===== src/design/vdm_pkg.sv =====
// vdm_pkg: shared types and constants of the vector distance metric unit
// no dependencies
`default_nettype none
package vdm_pkg;
  localparam int unsigned ACC_W = 48;
  localparam int unsigned OUT_W = 32;

  typedef enum logic [1:0] {
    MODE_EUCLID = 2'd0,
    MODE_MANHAT = 2'd1,
    MODE_CHEBY  = 2'd2,
    MODE_CANB   = 2'd3
  } mode_e;

  typedef enum logic [2:0] {
    ST_IDLE, ST_DIV, ST_ACC, ST_SQRT, ST_OUT
  } state_e;

  typedef struct packed {
    logic load;       // latch input pair, compute magnitudes
    logic div_start;  // start canberra divide
    logic div_step;   // one divide iteration
    logic acc_upd;    // fold term into accumulator
    logic sqrt_start; // load root unit
    logic sqrt_step;  // one root iteration
    logic out_load;   // form result into output register
  } ctrl_t;

  typedef struct packed {
    logic is_last;
    logic div_done;
    logic sqrt_done;
  } stat_t;
endpackage
`default_nettype wire


===== src/design/vector_distance_metric_unit.sv =====
// vector_distance_metric_unit: top level, config register, controller, datapath
// depends on vdm_pkg, vdm_ctrl, vdm_datapath
//
// usage
//   s_axis carries one element pair per item: tdata = {elem_b, elem_a},
//   tlast marks the final pair. m_axis returns one item per vector:
//   tdata = distance (unsigned, 8 fraction bits, canberra 16), tuser = saturated.
//   cfg channel writes metric_mode (0 euclid, 1 manhattan, 2 chebyshev,
//   3 canberra); write only while idle.
// sequence
//   one item at a time: each pair is latched, then folded into the
//   accumulator; canberra pairs first run the bit-serial quotient divider
//   the final pair then loads the output register, euclid first runs
//   the one-bit-per-cycle square root
//   a vector longer than MAX_LEN closes on its MAX_LEN-th pair
// reset
//   async active low: mode euclid, accumulator, overflow and count cleared
// stalls
//   a held result sits in the output register; the next vector's pairs
//   keep flowing and only its own result waits for the register to free
`default_nettype none
module vector_distance_metric_unit #(
  parameter int unsigned MAX_LEN   = 256,
  parameter int unsigned ELEM_BITS = 16
) (
  input  wire logic                     clk_i,
  input  wire logic                     rst_ni,
  input  wire logic                     cfg_valid_i,
  output logic                          cfg_ready_o,
  input  wire logic [1:0]               cfg_data_i,
  input  wire logic                     s_axis_tvalid,
  output logic                          s_axis_tready,
  input  wire logic [2*ELEM_BITS-1:0]   s_axis_tdata,  // elem_a, elem_b
  input  wire logic                     s_axis_tlast,  // last_elem
  output logic                          m_axis_tvalid,
  input  wire logic                     m_axis_tready,
  output logic [31:0]                   m_axis_tdata,  // distance
  output logic                          m_axis_tuser   // saturated
);
  logic [1:0] mode_q;
  vdm_pkg::ctrl_t ctrl;
  vdm_pkg::stat_t stat;

  assign cfg_ready_o = 1'b1;
  always_ff @(posedge clk_i or negedge rst_ni) begin
    if (!rst_ni) mode_q <= vdm_pkg::MODE_EUCLID;
    else if (cfg_valid_i) mode_q <= cfg_data_i;
  end

  vdm_ctrl u_ctrl (
    .clk_i, .rst_ni, .mode_i(mode_q),
    .in_valid_i(s_axis_tvalid), .in_ready_o(s_axis_tready),
    .out_valid_o(m_axis_tvalid), .out_ready_i(m_axis_tready),
    .stat_i(stat), .ctrl_o(ctrl)
  );

  vdm_datapath #(.MAX_LEN(MAX_LEN), .ELEM_BITS(ELEM_BITS)) u_dp (
    .clk_i, .rst_ni, .mode_i(mode_q),
    .a_i(s_axis_tdata[ELEM_BITS-1:0]), .b_i(s_axis_tdata[2*ELEM_BITS-1:ELEM_BITS]),
    .last_i(s_axis_tlast), .ctrl_i(ctrl), .stat_o(stat),
    .dist_o(m_axis_tdata), .sat_o(m_axis_tuser)
  );
endmodule
`default_nettype wire


===== src/design/vdm_datapath.sv =====
// vdm_datapath: term generation, restoring divider, root unit, accumulator
// depends on vdm_pkg
`default_nettype none
module vdm_datapath #(
  parameter int unsigned MAX_LEN   = 256,
  parameter int unsigned ELEM_BITS = 16
) (
  input  wire logic                  clk_i,
  input  wire logic                  rst_ni,
  input  wire logic [1:0]            mode_i,
  input  wire logic [ELEM_BITS-1:0]  a_i,
  input  wire logic [ELEM_BITS-1:0]  b_i,
  input  wire logic                  last_i,
  input  wire vdm_pkg::ctrl_t        ctrl_i,
  output vdm_pkg::stat_t             stat_o,
  output logic [31:0]                dist_o,
  output logic                       sat_o
);
  localparam int unsigned MW  = ELEM_BITS + 1;       // magnitude width
  localparam int unsigned NW  = MW + 16;             // dividend width
  localparam int unsigned CW  = $clog2(MAX_LEN + 1);
  localparam int unsigned DCW = $clog2(NW + 1);
  localparam logic [47:0] ACC_MAX = {48{1'b1}};

  logic signed [ELEM_BITS:0] sa, sb, sd;
  logic [MW-1:0] d_q, d_d, den_q, den_d;
  logic [MW-1:0] ma, mb;
  logic [CW-1:0] cnt_q;
  logic last_q;

  assign sa = {a_i[ELEM_BITS-1], a_i};
  assign sb = {b_i[ELEM_BITS-1], b_i};
  assign sd = sa - sb;
  assign ma = sa[ELEM_BITS] ? MW'(-sa) : MW'(sa);
  assign mb = sb[ELEM_BITS] ? MW'(-sb) : MW'(sb);
  assign d_d = sd[ELEM_BITS] ? MW'(-sd) : MW'(sd);
  assign den_d = ma + mb;

  always_ff @(posedge clk_i) begin
    if (ctrl_i.load) begin
      d_q   <= d_d;
      den_q <= den_d;
    end
  end

  always_ff @(posedge clk_i or negedge rst_ni) begin
    if (!rst_ni) begin
      cnt_q  <= '0;
      last_q <= 1'b0;
    end else if (ctrl_i.load) begin
      last_q <= last_i || (cnt_q + CW'(1) >= CW'(MAX_LEN));
      cnt_q  <= (last_i || (cnt_q + CW'(1) >= CW'(MAX_LEN))) ? '0 : cnt_q + CW'(1);
    end
  end

  // restoring divider, one quotient bit per cycle
  // start coincides with the pair load, so the dividend comes from d_d
  logic [NW-1:0] quo_q, rem_q;
  logic [NW:0]   trial;
  logic [DCW-1:0] dcnt_q;
  assign trial = {rem_q, quo_q[NW-1]} - {{(NW+1-MW){1'b0}}, den_q};
  always_ff @(posedge clk_i or negedge rst_ni) begin
    if (!rst_ni) dcnt_q <= '0;
    else if (ctrl_i.div_start) dcnt_q <= DCW'(NW);
    else if (ctrl_i.div_step && dcnt_q != '0) dcnt_q <= dcnt_q - DCW'(1);
  end
  always_ff @(posedge clk_i) begin
    if (ctrl_i.div_start) begin
      quo_q <= {d_d, 16'd0};
      rem_q <= '0;
    end else if (ctrl_i.div_step) begin
      if (!trial[NW]) begin
        rem_q <= trial[NW-1:0];
        quo_q <= {quo_q[NW-2:0], 1'b1};
      end else begin
        rem_q <= {rem_q[NW-2:0], quo_q[NW-1]};
        quo_q <= {quo_q[NW-2:0], 1'b0};
      end
    end
  end

  // per-pair term
  logic [47:0] term;
  always_comb begin
    case (mode_i)
      vdm_pkg::MODE_EUCLID: term = 48'(d_q) * 48'(d_q);
      vdm_pkg::MODE_CANB:   term = (den_q == '0) ? 48'd0 : 48'(quo_q);
      default:              term = 48'(d_q) << 8;
    endcase
  end

  logic [47:0] acc_q, acc_d;
  logic        ovf_q, ovf_d;
  logic [48:0] sum;
  assign sum = {1'b0, acc_q} + {1'b0, term};
  always_comb begin
    acc_d = acc_q;
    ovf_d = ovf_q;
    if (ctrl_i.out_load) begin
      acc_d = '0;
      ovf_d = 1'b0;
    end else if (ctrl_i.acc_upd) begin
      if (mode_i == vdm_pkg::MODE_CHEBY) begin
        if (term > acc_q) acc_d = term;
      end else if (sum[48]) begin
        acc_d = ACC_MAX;
        ovf_d = 1'b1;
      end else begin
        acc_d = sum[47:0];
      end
    end
  end
  always_ff @(posedge clk_i or negedge rst_ni) begin
    if (!rst_ni) begin
      acc_q <= '0;
      ovf_q <= 1'b0;
    end else begin
      acc_q <= acc_d;
      ovf_q <= ovf_d;
    end
  end

  // bit-pair square root of acc << 16, one result bit per cycle
  // loaded from the accumulator value that includes the final term
  logic [63:0] sx_q;
  logic [31:0] root_q;
  logic [33:0] srem_q;
  logic [5:0]  scnt_q;
  logic [33:0] strial;
  assign strial = {srem_q[31:0], sx_q[63:62]} - {root_q, 2'b01};
  always_ff @(posedge clk_i or negedge rst_ni) begin
    if (!rst_ni) scnt_q <= '0;
    else if (ctrl_i.sqrt_start) scnt_q <= 6'd32;
    else if (ctrl_i.sqrt_step && scnt_q != '0) scnt_q <= scnt_q - 6'd1;
  end
  always_ff @(posedge clk_i) begin
    if (ctrl_i.sqrt_start) begin
      sx_q   <= {acc_d, 16'd0};
      root_q <= '0;
      srem_q <= '0;
    end else if (ctrl_i.sqrt_step) begin
      sx_q <= {sx_q[61:0], 2'b00};
      if (!strial[33]) begin
        srem_q <= strial;
        root_q <= {root_q[30:0], 1'b1};
      end else begin
        srem_q <= {srem_q[31:0], sx_q[63:62]};
        root_q <= {root_q[30:0], 1'b0};
      end
    end
  end

  always_ff @(posedge clk_i) begin
    if (ctrl_i.out_load) begin
      if (mode_i == vdm_pkg::MODE_EUCLID) begin
        dist_o <= root_q;
        sat_o  <= ovf_q;
      end else if (acc_q[47:32] != '0) begin
        dist_o <= '1;
        sat_o  <= 1'b1;
      end else begin
        dist_o <= acc_q[31:0];
        sat_o  <= ovf_q;
      end
    end
  end

  assign stat_o.is_last   = last_q;
  assign stat_o.div_done  = (dcnt_q == DCW'(1));
  assign stat_o.sqrt_done = (scnt_q == 6'd1);
endmodule
`default_nettype wire


===== src/design/vdm_ctrl.sv =====
// vdm_ctrl: sequencing state machine for the distance unit
// depends on vdm_pkg
`default_nettype none
module vdm_ctrl (
  input  wire logic           clk_i,
  input  wire logic           rst_ni,
  input  wire logic [1:0]     mode_i,
  input  wire logic           in_valid_i,
  output logic                in_ready_o,
  output logic                out_valid_o,
  input  wire logic           out_ready_i,
  input  wire vdm_pkg::stat_t stat_i,
  output vdm_pkg::ctrl_t      ctrl_o
);
  vdm_pkg::state_e st_q, st_d;
  logic ov_q;
  logic out_free;

  assign out_free = !ov_q || out_ready_i;

  always_comb begin
    st_d = st_q;
    unique case (st_q)
      vdm_pkg::ST_IDLE: if (in_valid_i) st_d = (mode_i == vdm_pkg::MODE_CANB) ?
                                               vdm_pkg::ST_DIV : vdm_pkg::ST_ACC;
      vdm_pkg::ST_DIV:  if (stat_i.div_done) st_d = vdm_pkg::ST_ACC;
      vdm_pkg::ST_ACC:  if (!stat_i.is_last) st_d = vdm_pkg::ST_IDLE;
                        else if (mode_i == vdm_pkg::MODE_EUCLID) st_d = vdm_pkg::ST_SQRT;
                        else st_d = vdm_pkg::ST_OUT;
      vdm_pkg::ST_SQRT: if (stat_i.sqrt_done) st_d = vdm_pkg::ST_OUT;
      vdm_pkg::ST_OUT:  if (out_free) st_d = vdm_pkg::ST_IDLE;
      default:          st_d = vdm_pkg::ST_IDLE;
    endcase
  end

  always_comb begin
    ctrl_o = '0;
    in_ready_o = 1'b0;
    unique case (st_q)
      vdm_pkg::ST_IDLE: begin
        in_ready_o = 1'b1;
        ctrl_o.load = in_valid_i;
        ctrl_o.div_start = in_valid_i;
      end
      vdm_pkg::ST_DIV:  ctrl_o.div_step = 1'b1;
      vdm_pkg::ST_ACC: begin
        ctrl_o.acc_upd = 1'b1;
        ctrl_o.sqrt_start = stat_i.is_last;
      end
      vdm_pkg::ST_SQRT: ctrl_o.sqrt_step = 1'b1;
      vdm_pkg::ST_OUT:  ctrl_o.out_load = out_free;
      default: ;
    endcase
  end

  always_ff @(posedge clk_i or negedge rst_ni) begin
    if (!rst_ni) begin
      st_q <= vdm_pkg::ST_IDLE;
      ov_q <= 1'b0;
    end else begin
      st_q <= st_d;
      if (ctrl_o.out_load) ov_q <= 1'b1;
      else if (out_ready_i) ov_q <= 1'b0;
    end
  end
  assign out_valid_o = ov_q;
endmodule
`default_nettype wire

===== config.mk =====
export PLATFORM = sky130hd
export DESIGN_NAME = vector_distance_metric_unit
export DESIGN_NICKNAME = d
export VERILOG_FILES = /design/src/design/vdm_pkg.sv /design/src/design/vector_distance_metric_unit.sv /design/src/design/vdm_datapath.sv /design/src/design/vdm_ctrl.sv
export SDC_FILE = /design/constraint.sdc
export NUM_CORES = 2
export LEC_CHECK = 0
export ABC_AREA = 1
export BUFFER_PORTS_ARGS = -buffer_cell sky130_fd_sc_hd__buf_2
export CAP_MARGIN = 20
export CORE_UTILIZATION = 40
export CTS_CLUSTER_DIAMETER = 100
export DETAILED_ROUTE_END_ITERATION = 16
export PLACE_DENSITY = 0.68
export SLEW_MARGIN = 0
export SYNTH_ARGS = -nofsm -noshare
export SYNTH_HDL_FRONTEND = slang
export SYNTH_SLANG_ARGS = --single-unit

===== constraint.sdc =====
create_clock -name clk_i -period 7.9 [get_ports clk_i]
set_input_delay 2.37 -clock clk_i [delete_from_list [all_inputs] [get_ports clk_i]]
set_output_delay 2.37 -clock clk_i [all_outputs]
set_load 0.03 [all_outputs]

Yosys cells after proc, flatten, opt, wreduce, memory -nomap -nowiden
Cells that the tools add are included.

operators by class
  reductions and logical operators = 20
  mux-type cells = 47
  eq/ne operators = 13
  magnitude comparators = 2
  multipliers = 1
  add/sub/neg operators = 11

operators by type and width
  kind                number
  $mux 48             5
  $mux 33             4
  $mux 64             2
  $mux 32             3
  $pmux 48 s2         1
  $mux 17             3
  $add 48x48->49      1
  $gt 48x48->1        1
  $mul 17x17->34      1
  $neg 16->17         2
  $sub 34x17->34      1
  $sub 34x34->34      1
  $mux 6              4
  $mux 3              6
  $add 17x17->17      1
  $logic_not 17->1    1
  $neg 17->17         1
  $sub 16x16->17      1
  $reduce_bool 16->1  1
  $pmux 3 s5          1
  $mux 1              14
  $reduce_bool 2->1   7
  $eq 6x1->1 const B  2
  $reduce_bool 6->1   2
  18 further kinds    28

word-level totals
  register bits after elaboration = 322
  output and inout port bits = 36
  logic and storage cells = 113
  input bits = 40

Logic depth before layout (Yosys ltp)
  depth after elaboration = 9
  gate-level depth with buffers = 49
  gate-level depth less buffers = 48

By module
Synthesis repeated with hierarchy kept, for this count alone.

unflattened totals
  cells, all modules = 4,160
  area, all modules = 31,277.5 um2

by module, submodules not included
  module                       cells each  area each (um2)  times used  sequential area each (um2)
  vdm_datapath                 4,095       30,857.1         1           7,972.6
  vdm_ctrl                     54          332.8            1           100.1
  vector_distance_metric_unit  11          87.6             1           50.0

Worst setup path before layout
No wires, ideal clock.

  path type = register to register
  start = register u_dp.d_q[5]
  end = register u_dp.sx_q[45], data pin
  buffers on the path = 3
  clock period less this slack = 8.183 ns
  arrival time = 7.929 ns
  stages on the path, launching flop included = 45
  setup slack = -0.283 ns
  setup time = 0.254 ns
  required time = 7.646 ns
  cell sequence = edfxtp_1 > clkbuf_1 > buf_1 > nand2_1 > fa_1 > inv_1 > fa_1 > inv_1 > fa_1 > inv_1 > fa_1 > fa_1 > inv_1 > fa_1 > inv_1 > ha_1 > nand2_2 > inv_2 > [... 9 more ...] > nand2_1 > a21oi_1 > xor2_1 > nor2_1 > ha_1 > inv_1 > nor4_4 > nand2_1 > nor4_1 > nand3_2 > nand3b_4 > clkbuf_1 > nand3_1 > nand3_1 > nand2_1 > nand2_1 > nand3_1 > nand2_1

on the way
  longest elaborated chain between the ends = 8
  elaborated cells on any way between the ends = 10
  classes of those cells = add/sub (1); mul (1); order compare (1); mux (7)

ends and longest elaborated chain
  element                                                line                                      RTL
  from (decl)                                            vdm_datapath.sv:26                        logic [MW-1:0] d_q, d_d, den_q, den_d;
  from (signal assigned)                                 vdm_datapath.sv:41                        d_q <= d_d;
  $mul 17x17->34                                         vdm_datapath.sv:86                        vdm_pkg::MODE_EUCLID: term = 48'(d_q) * 48'(d_q);
  $pmux 48 s2 *                                          vdm_datapath.sv:85                        case (mode_i)
  $add 48x48->49 / $gt 48x48->1 (equally long branches)  vdm_datapath.sv:95, vdm_datapath.sv:104
  $mux 48 (on tied branches)                             vdm_datapath.sv:105, vdm_datapath.sv:104
  $mux 48 *                                              vdm_datapath.sv:103                       if (mode_i == vdm_pkg::MODE_CHEBY) begin
  $mux 48 *                                              vdm_datapath.sv:102                       end else if (ctrl_i.acc_upd) begin
  $mux 48 *                                              vdm_datapath.sv:99                        if (ctrl_i.out_load) begin
  $mux 64 *                                              vdm_datapath.sv:137                       if (ctrl_i.sqrt_start) begin
  to (signal assigned)                                   vdm_datapath.sv:138                       sx_q <= {acc_d, 16'd0};
  to (signal assigned)                                   vdm_datapath.sv:142                       sx_q <= {sx_q[61:0], 2'b00};
  to (decl)                                              vdm_datapath.sv:125                       logic [63:0] sx_q;

Every way passes the cells marked *; elsewhere a longest branch is shown, timed or not.
A chain may end at the register's enable or synchronous reset.

Final worst setup path
  start = register u_dp.d_q[9]
  end = register u_dp.sx_q[34], data pin

Same word-level chain as after synthesis.

==> run summary <==
Post-Syn Area = 31500 sq um
GRT Total Usage = 0.235
Worst Tran Pin Value = 1.03 ns
Highest Signal Layer = met4
R2R depth = 44
CTS tree = built
wire per inst = 16.5 um
first-pass GRT wire length = 150000 um
register area = 8120 sq um
Syn Inst Count = 4205
DRT antenna net count = 0
Post-synth EDFFs = 131
Longest Clk Path Bufs = 3
wl on met1 = 41100 um
Horiz. Die Dim = 283 um
DP Wirelength = 68900 um
CP Data Required Time = 8.23 ns
Ports = 76
Syn. warnings = 0
ys flop type = edfxtp_1
worst reg-to-reg setup slack = -0.40 ns
final net count = 5142
crit path DAT = 8.62 ns
outcome = finished, violations left
hold path cells = 2
hold crit path type = reg2reg
critical path's largest stage delay = 0.57 ns
R2R Path Start = u_dp.d_q[9]$_DFFE_PP_
Row Count = 102
via/cell ratio = 5.19
total die area = 79900 sq um
failing checks = setup timing
initial antenna violation count = 0
fill count = 7209
Worst setup EP type = register
unrepaired setup endpoints after global routing = true
Chip Height = 283 um
r2r endpoint = u_dp.sx_q[34]$_DFFE_PP_
Yosys reg bits = 321
most frequent cells in the layout = 792 x nand2_1, 764 x inv_1, 391 x buf_4
Antenna diodes = 0
Critical Path Most Common Cell = fa_1
ys async rst share = 0.240
Critical Path Fanout Max = 8
initial DRC count = 2102
Routability Congestion = 1.01
# hold bufs at CTS = 0
max_cap viols = 0
DRC = 0
Worst Setup SP = u_dp.d_q[9]$_DFFE_PP_
synth unique cells = 67
hold path start = u_dp.srem_q[30]$_SDFFE_PP0P_
highest clock rate = 121 MHz
area of the multi-input gates = 21300 sq um
IO Port Bufs = 74
CP Class = reg2reg
met3 routed WL = 5790 um
CP max stage cell = fa_1
largest net degree at the start of global routing = 84
Clock Tree Root = clkbuf_16
Fin Hold WS = 0.462 ns
vias in the first global route = 28900
register area share after synthesis = 0.258
Setup-failing EPs final = 93
clk_skew = 0.0228 ns
WL final = 93900 um
Period minus WS final = 8.30 ns
Worst-Skew Late Latency = 0.58 ns
Met2 Wirelength = 43200 um
commonest non-fill, non-tap cell in the layout = nand2_1
CORE AREA = 77700 sq um
period utilisation layout = 1.05
Overflow after GRT = 0
clk slew on worst S/H paths = 0.06 ns
CTS Sinks = 321
Initial Util = 0.405
syn nets = 4714
startpoint types = register
Slew Limit Headroom = 0.309
CTS Buf Count = 38
H-Tree Depth = 2
final worst slack = -0.398 ns
layout cells sized above 1 = 0.224
hold endpoint = u_dp.srem_q[30]$_SDFFE_PP0P_
Area Overhead vs Synth = 24.8%
via count = 29600
Syn Area/Cell = 7.49 sq um
Pre-Repair DR Iteration Count = 6
final hold violations = 0
Final Slew Violations = 0
## per-stage QoR
stage / util / TNS [ns] / worst slack, ns / cell area, sq um / cells
global placement: 0.453 / -51.52 / -0.730 / 35200 / 5518
floorplan: - / 0 / 0.00117 / 31500 / 4205
CTS: 0.493 / -15.10 / -0.348 / 38300 / 5664
detailed placement: 0.453 / -57.44 / -0.812 / 35200 / 5518
finish: 0.506 / -20.71 / -0.398 / 39300 / 5703
global route: 0.506 / -49.07 / -0.713 / 39300 / 5703
## worst max-delay path, delay by kind of cell (launching register included)
kind	cells	cell delay, ns
buffers and inverters	12	1.14
AND/OR/NAND/NOR	19	2.04
AO/OA/AOI/OAI	5	0.81
flip-flops	1	0.45
adder cells (fa/ha/maj)	8	3.64
## registers in the layout (all words and copies together) (netlist names), 9 cells and up
register / cells
u_dp.acc_q: 48
u_dp.sx_q: 48
u_dp.quo_q: 33
u_dp.rem_q: 33
u_dp.dist_o: 32
u_dp.root_q: 32
u_dp.srem_q: 32
u_dp.den_q: 17
u_dp.d_q: 16
u_dp.cnt_q: 9
## logic make-up after synthesis
family                     after synthesis  synth area share
and+or+nand+nor                       1550             0.214
buffers and inverters                  969             0.118
AOI/OAI and AO/OA                      737             0.132
adders and majority gates              470             0.233
DFF                                    321             0.258
xor gates and xnor gates               156            0.0434
other                                    1          0.000119
muxes                                    1          0.000357
## cell usage after synthesis (11+ instances only)
cell type / number / area [sq um]
nand3_1: 244 / 1220
nor3_1: 53 / 265
xor2_1: 117 / 1020
nor4_1: 22 / 138
nand4_1: 24 / 150
nand2_1: 884 / 3320
fa_1: 196 / 3920
nor2_1: 209 / 785
or2_2: 20 / 125
o22ai_1: 56 / 350
dfxtp_1: 113 / 2260
nand2_2: 47 / 294
xnor2_1: 39 / 342
a22o_1: 14 / 123
a31oi_1: 13 / 81.3
o21ai_1: 26 / 130
ha_1: 273 / 3420
o21bai_1: 11 / 82.6
a21oi_1: 277 / 1390
dfrtp_1: 77 / 1930
o211ai_1: 20 / 150
buf_2: 24 / 120
inv_1: 809 / 3040
o21ai_0: 239 / 1200
edfxtp_1: 131 / 3930
clkbuf_1: 104 / 390
## what timing repair did
item,4_1_cts,5_1_grt
pin swaps,134,138
gates cloned,10,1
setup buffers,71,39
endpoints found under the setup margin,97,97
gates resized for setup,272,187
## worst max-delay path by stage
stage | depth (start not counted) | slack (ns) | end
final | 44 | -0.40 | u_dp.sx_q[34]$_DFFE_PP_
after global routing | 44 | -0.71 | u_dp.sx_q[34]$_DFFE_PP_
after CTS | 48 | -0.35 | u_dp.sx_q[38]$_DFFE_PP_
after detailed placement | 46 | -0.81 | u_dp.sx_q[38]$_DFFE_PP_
after global placement | 46 | -0.73 | u_dp.sx_q[19]$_DFFE_PP_
after floorplan | 47 | 0.001 | u_dp.sx_q[45]$_DFFE_PP_
## final cells by class
cell class,count,area share
clock buffer,56,0.0283
multi-input combinational,2920,0.542
sequential,321,0.207
inverter,824,0.0787
tap,1040,0.0331
timing repair buffer,528,0.107
clock inverter,14,0.00480
## layer usage
| layer | vias to the layer above | track usage |
|---|---|---|
| met1 | 14100 | 0.318 |
| li1 | 14400 | - |
| met4 | 0 | 0.0891 |
| met3 | 223 | 0.0270 |
| met2 | 940 | 0.384 |
| met5 | - | 0 |
Power is not shown: default switching activity piles up to over one toggle a cycle in this logic, so the estimate is an artifact.
